### src/rtl/ffb_pkg.sv
`timescale 1ns / 1ps

package ffb_pkg;

  localparam int FrameBytes   = 32;
  localparam int PayloadBytes = 26;
  localparam int PayloadBits  = PayloadBytes * 8;
  localparam int CntWidth     = $clog2(PayloadBytes);
  localparam int PcWidth      = 3;

  localparam logic [7:0] Head0     = 8'h5A;
  localparam logic [7:0] Head1     = 8'hA5;
  localparam logic [7:0] FrameType = 8'h02;
  localparam logic [7:0] FrameLen  = 8'h1A;

  localparam logic [15:0] CrcInit = 16'hFFFF;
  localparam logic [15:0] CrcPoly = 16'hA001;

  // field limits
  localparam logic signed [31:0] CurMin      = -32'sd2000;
  localparam logic signed [31:0] CurMax      = 32'sd2000;
  localparam logic signed [31:0] MposMax     = 32'sd2097151;
  localparam logic signed [31:0] MspdMax     = 32'sd40000;
  localparam logic signed [31:0] PosMaxPend  = 32'sd131071;
  localparam logic signed [31:0] PosMaxRuler = 32'sd1048575;
  localparam logic signed [31:0] SpdMax      = 32'sd4000;
  localparam logic signed [31:0] MvMax       = 32'sd20000;
  localparam logic signed [31:0] AdcMax      = 32'sd4095;

  typedef enum logic [2:0] {
    SRC_HEAD0,
    SRC_HEAD1,
    SRC_TYPE,
    SRC_LEN,
    SRC_PAYLOAD,
    SRC_CRC_LO,
    SRC_CRC_HI
  } src_t;

  typedef struct packed {
    src_t src;
    logic crc_en;  // fold the byte into the CRC
    logic last;    // mark beat as end of frame
    logic loop;    // repeat this step until payload count runs out
    logic done;    // program ends after this step
  } ucode_t;

  typedef logic [PcWidth-1:0] pc_t;

  localparam pc_t PcHead0   = 3'd0;
  localparam pc_t PcHead1   = 3'd1;
  localparam pc_t PcType    = 3'd2;
  localparam pc_t PcLen     = 3'd3;
  localparam pc_t PcPayload = 3'd4;
  localparam pc_t PcCrcLo   = 3'd5;
  localparam pc_t PcCrcHi   = 3'd6;

  // control store
  function automatic ucode_t ucode(input pc_t pc);
    ucode_t w;
    w = '{src: SRC_HEAD0, crc_en: 1'b0, last: 1'b0, loop: 1'b0, done: 1'b1};
    unique case (pc)
      PcHead0:   w = '{src: SRC_HEAD0,   crc_en: 1'b1, last: 1'b0, loop: 1'b0, done: 1'b0};
      PcHead1:   w = '{src: SRC_HEAD1,   crc_en: 1'b1, last: 1'b0, loop: 1'b0, done: 1'b0};
      PcType:    w = '{src: SRC_TYPE,    crc_en: 1'b1, last: 1'b0, loop: 1'b0, done: 1'b0};
      PcLen:     w = '{src: SRC_LEN,     crc_en: 1'b1, last: 1'b0, loop: 1'b0, done: 1'b0};
      PcPayload: w = '{src: SRC_PAYLOAD, crc_en: 1'b1, last: 1'b0, loop: 1'b1, done: 1'b0};
      PcCrcLo:   w = '{src: SRC_CRC_LO,  crc_en: 1'b0, last: 1'b0, loop: 1'b0, done: 1'b0};
      PcCrcHi:   w = '{src: SRC_CRC_HI,  crc_en: 1'b0, last: 1'b1, loop: 1'b0, done: 1'b1};
      default:   w = '{src: SRC_HEAD0,   crc_en: 1'b0, last: 1'b0, loop: 1'b0, done: 1'b1};
    endcase
    return w;
  endfunction

  // CRC16-Modbus, one byte, reflected
  function automatic logic [15:0] crc_byte(input logic [15:0] crc, input logic [7:0] b);
    logic [15:0] c;
    c = crc ^ {8'h00, b};
    for (int k = 0; k < 8; k++) begin
      c = c[0] ? ((c >> 1) ^ CrcPoly) : (c >> 1);
    end
    return c;
  endfunction

endpackage

### src/rtl/feedback_frame_builder.sv
`timescale 1ns / 1ps

// Telemetry frame builder. One sample beat on s_* is range checked against
// limits picked by control_object (0 inverted pendulum, 1 soft ruler). A bad
// sample yields a single beat {byte 0, tlast 1, tuser 1}. A good sample
// yields a 32-beat frame on m_*: 5A A5 02 1A, the 26 payload bytes
// little-endian in input field order, then CRC16-Modbus (init FFFF, poly
// A001 reflected) low byte first; tlast marks the final beat, tuser 0.
// Operation: the sample is taken, then a 7-step microprogram (payload step
// looping 26 times) emits one byte per cycle into the output register when
// m_tready does not stall it. The CRC is folded in byte by byte as the
// bytes go out. s_tready is high only while no frame is being emitted.
// Write cfg_* only when idle.
module feedback_frame_builder (
  input  logic                           clk,
  input  logic                           rst,
  // config
  input  logic                           cfg_wen,
  input  logic                           cfg_wdata,   // control_object
  // sample input
  input  logic                           s_tvalid,
  output logic                           s_tready,
  // s_tdata fields, low bit up: motor_current[15:0], motor_position[31:0],
  // motor_speed[31:0], axis_position[31:0], axis_speed[31:0],
  // swing_position[31:0], swing_speed[31:0]
  input  logic [ffb_pkg::PayloadBits-1:0] s_tdata,
  // frame output
  output logic                           m_tvalid,
  input  logic                           m_tready,
  output logic [7:0]                     m_tdata,     // out_byte
  output logic                           m_tlast,     // last
  output logic                           m_tuser      // status
);

  logic control_object;

  // sequencer state
  logic                        busy;
  ffb_pkg::pc_t                pc;
  logic [ffb_pkg::CntWidth-1:0] cnt;
  logic [15:0]                 crc;
  logic [ffb_pkg::PayloadBits-1:0] payload;  // shifts down one byte per payload step

  ffb_pkg::ucode_t cw;
  logic            s_fire;
  logic            advance;
  logic            sample_ok;
  logic [7:0]      byte_sel;
  logic [15:0]     crc_next;
  logic            loop_more;

  // field views
  logic signed [15:0] cur;
  logic signed [31:0] mpos, mspd, apos, aspd, spos, sspd;

  assign cur  = $signed(s_tdata[15:0]);
  assign mpos = $signed(s_tdata[47:16]);
  assign mspd = $signed(s_tdata[79:48]);
  assign apos = $signed(s_tdata[111:80]);
  assign aspd = $signed(s_tdata[143:112]);
  assign spos = $signed(s_tdata[175:144]);
  assign sspd = $signed(s_tdata[207:176]);

  always_comb begin
    logic ok_fixed;
    logic ok_mode;
    ok_fixed = (32'(cur) >= ffb_pkg::CurMin) && (32'(cur) <= ffb_pkg::CurMax)
            && (mpos >= 32'sd0) && (mpos <= ffb_pkg::MposMax)
            && (mspd >= -ffb_pkg::MspdMax) && (mspd <= ffb_pkg::MspdMax)
            && (aspd >= -ffb_pkg::SpdMax) && (aspd <= ffb_pkg::SpdMax)
            && (apos >= 32'sd0);
    if (control_object) begin
      ok_mode = (apos <= ffb_pkg::PosMaxRuler)
             && (spos >= -ffb_pkg::MvMax) && (spos <= ffb_pkg::MvMax)
             && (sspd >= 32'sd0) && (sspd <= ffb_pkg::AdcMax);
    end else begin
      ok_mode = (apos <= ffb_pkg::PosMaxPend)
             && (spos >= 32'sd0) && (spos <= ffb_pkg::PosMaxPend)
             && (sspd >= -ffb_pkg::SpdMax) && (sspd <= ffb_pkg::SpdMax);
    end
    sample_ok = ok_fixed && ok_mode;
  end

  // take a sample only when idle and the output register can take a beat
  assign s_tready = !busy && (!m_tvalid || m_tready);
  assign s_fire   = s_tvalid && s_tready;
  assign advance  = busy && (!m_tvalid || m_tready);

  assign cw = ffb_pkg::ucode(pc);

  always_comb begin
    unique case (cw.src)
      ffb_pkg::SRC_HEAD0:   byte_sel = ffb_pkg::Head0;
      ffb_pkg::SRC_HEAD1:   byte_sel = ffb_pkg::Head1;
      ffb_pkg::SRC_TYPE:    byte_sel = ffb_pkg::FrameType;
      ffb_pkg::SRC_LEN:     byte_sel = ffb_pkg::FrameLen;
      ffb_pkg::SRC_PAYLOAD: byte_sel = payload[7:0];
      ffb_pkg::SRC_CRC_LO:  byte_sel = crc[7:0];
      ffb_pkg::SRC_CRC_HI:  byte_sel = crc[15:8];
      default:              byte_sel = 8'h00;
    endcase
  end

  assign crc_next  = cw.crc_en ? ffb_pkg::crc_byte(crc, byte_sel) : crc;
  // conditional jump: stay on the payload step until all bytes are out
  assign loop_more = cw.loop && (cnt != ffb_pkg::CntWidth'(ffb_pkg::PayloadBytes - 1));

  always_ff @(posedge clk) begin
    if (rst) begin
      control_object <= 1'b0;
    end else if (cfg_wen) begin
      control_object <= cfg_wdata;
    end
  end

  // sequencer control
  always_ff @(posedge clk) begin
    if (rst) begin
      busy <= 1'b0;
      pc   <= ffb_pkg::PcHead0;
      cnt  <= '0;
      crc  <= ffb_pkg::CrcInit;
    end else if (s_fire && sample_ok) begin
      busy <= 1'b1;
      pc   <= ffb_pkg::PcHead0;
      cnt  <= '0;
      crc  <= ffb_pkg::CrcInit;
    end else if (advance) begin
      crc <= crc_next;
      if (cw.done) begin
        busy <= 1'b0;
        pc   <= ffb_pkg::PcHead0;
      end else if (loop_more) begin
        cnt <= cnt + 1'b1;
      end else begin
        pc <= pc + 1'b1;
      end
    end
  end

  // payload capture and byte shift
  always_ff @(posedge clk) begin
    if (s_fire) begin
      payload <= s_tdata;
    end else if (advance && cw.src == ffb_pkg::SRC_PAYLOAD) begin
      payload <= payload >> 8;
    end
  end

  // output register
  always_ff @(posedge clk) begin
    if (rst) begin
      m_tvalid <= 1'b0;
    end else if ((s_fire && !sample_ok) || advance) begin
      m_tvalid <= 1'b1;
    end else if (m_tready) begin
      m_tvalid <= 1'b0;
    end
  end

  always_ff @(posedge clk) begin
    if (s_fire && !sample_ok) begin
      m_tdata <= 8'h00;
      m_tlast <= 1'b1;
      m_tuser <= 1'b1;
    end else if (advance) begin
      m_tdata <= byte_sel;
      m_tlast <= cw.last;
      m_tuser <= 1'b0;
    end
  end

endmodule

### config.mk
export PLATFORM = sky130hd
export DESIGN_NAME = feedback_frame_builder
export DESIGN_NICKNAME = d
export VERILOG_FILES = /design/src/rtl/ffb_pkg.sv /design/src/rtl/feedback_frame_builder.sv
export SDC_FILE = /design/constraint.sdc
export NUM_CORES = 1
export LEC_CHECK = 0
export BUFFER_PORTS_ARGS = -buffer_cell sky130_fd_sc_hd__buf_2
export CAP_MARGIN = 20
export CORE_MARGIN = 8
export CORE_UTILIZATION = 45
export DETAILED_ROUTE_END_ITERATION = 8
export GPL_TIMING_DRIVEN = 0
export MAX_ROUTING_LAYER = met4
export PLACE_DENSITY = 0.67
export REMOVE_ABC_BUFFERS = 1
export SLEW_MARGIN = 20
export SYNTH_ARGS = -nofsm -noshare
export SYNTH_HDL_FRONTEND = slang
export SYNTH_SLANG_ARGS = --single-unit
### constraint.sdc
create_clock -name clk -period 25.4 [get_ports clk]
set_clock_uncertainty 0.15 [all_clocks]
set_input_delay 5.08 -clock clk [delete_from_list [all_inputs] [get_ports clk]]
set_output_delay 5.08 -clock clk [all_outputs]
set_load 0.005 [all_outputs]
==> reports/results.txt <==
run status -> finished clean
DIE AREA -> 30700 sq um
Detail Route Antenna Nets -> 0
max incr delay on CP -> 800 ps
worst-path cell chain -> buf_2 -> nor2b_1 -> nor2_1 -> buf_2
FF+latch count, synth -> 245
Avg WL per Cell -> 16.2 microns
Area Growth Syn to Fin -> 21.9%
# Post-CTS Setup Buffers -> 0
Overall Global Routing Usage -> 18.6%
mux contribution to synthesized area -> 0.538%
CTS root buf -> clkbuf_16
power per cell area -> 68.0 nW/um^2
Worst EP required -> 20170 ps
ys async rst share -> 0%
max cap viols -> 0
Unique masters post-synth -> 62
synth warn -> 0
Simple-Gate Fraction of Synth Area -> 28.4%
sequential fraction of the synthesis area -> 61.3%
Critical Path Sink -> s_tready
Buf/Inv on CP -> 2
clk slew on worst S/H paths -> 60 ps
Die W -> 175 microns
Met1 Wirelength -> 12.3 mm
Chip Height -> 175 microns
setup tns final -> 0 ps
worst r2r src -> m_tvalid
core area -> 25000 sq um
critical path arrival -> 6320 ps
worst r2r dst -> payload[128]
number of H-tree levels -> 1
synthesized instance count -> 1197
Slew @ Worst Pin -> 1060 ps
Highest Signal Layer -> met4
fin crit period -> 11550 ps
most frequent cells in the layout -> nand2_1, buf_2, edfxtp_1
crit-path leading delay family -> simple AND/OR/NAND/NOR gates
final setup vio count -> 0
Setup crit start -> m_tready
Post-Syn Area -> 11400 sq um
Hold Fails Final Rpt -> 0
worst vdd ir -> 0.0411 mV
vias -> 9124
vias in the first global route -> 9108
initial antenna violation count -> 1
share of cells above drive strength 1 -> 20.9%
CTS Buf Count -> 27
largest net degree at the start of global routing -> 72
worst r2r path cells -> 10
drt drc -> 0
CTS tree -> yes
main combinational cell family by area after synthesis -> simple AND/OR/NAND/NOR gates
number of synthesized flops with an enable pin -> 208
Final Hold Slack -> 291 ps
I/O pin cnt -> 226
worst skew pair latency -> 520 ps
dominant synthesized flop cell -> edfxtp_1
XOR/XNOR Fraction of Synth Area -> 2.49%
crit-path most repeated cell -> buf_2
gr ovfl total -> 0
Rel. slew slack -> 28.8%
CP Class -> in2out
reg-to-reg setup timing slack -> 21500 ps
drt first pass iters -> 4
Initial Utilization -> 45.5%
nets -> 1630
RD Place Congestion -> 0.856
drt total wl -> 28.6 mm
DP HPWL -> 21.0 mm
Max clock buf depth -> 3
Hold Crit Class -> reg2reg
first-pass GRT wire length -> 45.5 mm
CP Launch Type -> input pin
most common cell after layout, fill and taps aside -> nand2_1
Synth Area per Inst -> 9.52 sq um
adder-cell share of the synthesized area -> 0.220%
endpoint class of the critical path -> primary output
post-synthesis compound-gate area fraction -> 4.90%
fin crit share -> 45.5%
Slew Limit Fails -> 0
Fmax -> 86.6 MHz
# hold bufs at CTS -> 0
CTS Sinks -> 245
vias per inst -> 5.17
Port Buffers -> 225
RSZ-0062 raised after global routing -> no
DR iter-0 viols -> 713
Critical-path top delay cell -> nor2_1
LEAKAGE -> 6.19 nW
row cnt -> 58
WL met2 -> 13.6 mm
Stages on worst setup path -> 4
post-cts resize count -> 0
metal3 WL -> 1.93 mm
Crit Path Max Fanout -> 12
==> registers in the layout, indices dropped and copies added (netlist names) <==
signal,flops
control_object,1
m_tlast,1
m_tvalid,1
crc,16
cnt,5
m_tdata,8
m_tuser,1
payload,208
pc,3
busy,1
==> through the flow <==
stage | setup WS, ps | std cells | power (W) | util (%) | area, sq um
floorplan | 110 | 1138 | 0.000554 | - | 11200
global placement | -21760 | 1693 | 0.000609 | 50.7 | 12700
detailed placement | 13900 | 1715 | 0.000587 | 52.2 | 13100
CTS | 13890 | 1764 | 0.000956 | 55.4 | 13900
global route | 13820 | 1765 | 0.000983 | 55.5 | 13900
finish | 13850 | 1766 | 0.000944 | 55.5 | 13900
==> cell usage after synthesis (all sizes together), types with 7 or more instances <==
cell type	instances	area share, %
nand2	650	21
and3	13	0.71
xnor2	13	1.0
nand4	25	1.4
o21ai	7	0.31
nor3	15	0.66
nor2	17	0.63
a21oi	11	0.48
nor4	31	1.8
dfxtp	37	6.5
o211ai	10	0.70
edfxtp	208	55
buf	7	0.34
nand3	11	0.48
clkbuf	52	1.7
xor2	8	0.68
==> how the worst min path moves through the flow <==
stage / from / to / slack, ps / depth (start not counted)
2_1_floorplan: m_tuser / m_tuser / 290 / 2
3_3_place_gp: m_tuser / m_tuser / 280 / 2
3_5_place_dp: m_tuser / m_tuser / 280 / 2
4_1_cts: m_tuser / m_tuser / 290 / 2
5_1_grt: m_tuser / m_tuser / 330 / 2
6_report: m_tuser / m_tuser / 290 / 2
==> cell families (layout without fill, tap and decap cells) <==
family                     count (synthesis)  after routing
and+or+nand+nor                          784            784
DFF                                      245            245
AOI/OAI and AO/OA                         73             73
buffers and inverters                     62            299
xor gates and xnor gates                  25             25
muxes                                      6              6
adders and majority gates                  2              2
other                                      0              2
==> routing by layer <==
metal | global-route usage (%) | vias up
met2 | 29.9 | 322
met1 | 23.8 | 4238
met5 | - | -
li1 | - | 4522
met4 | 5.02 | 0
met3 | 3.76 | 42
==> where the power goes <==
part | internal, W | switching [W] | total (W)
combinational | 0.0000365 | 0.0000602 | 0.0000967
sequential | 0.000474 | 0.00000729 | 0.000481
clock | 0.000216 | 0.000151 | 0.000366
total | 0.000726 | 0.000218 | 0.000944
==> worst reg2reg max path: stages (launching register included) <==
cell     delay [ps]
dfxtp_1         310
nor2b_1         150
nor2_1          800
nand2_4         490
buf_12          360
buf_12          210
o31ai_4         230
buf_6           270
buf_8           200
buf_6           220
buf_6           210
==> area by class of cell <==
cell class	count	area [sq um]
well taps	330	413
repair buffers	247	1460
multi-input cells	890	4190
fillers	2287	11200
inverters	3	11.3
diodes	2	5.00
clock inverters	12	105
clock buffers	37	713
flip-flops and latches	245	6990
Power figures use the tool's default switching activity.
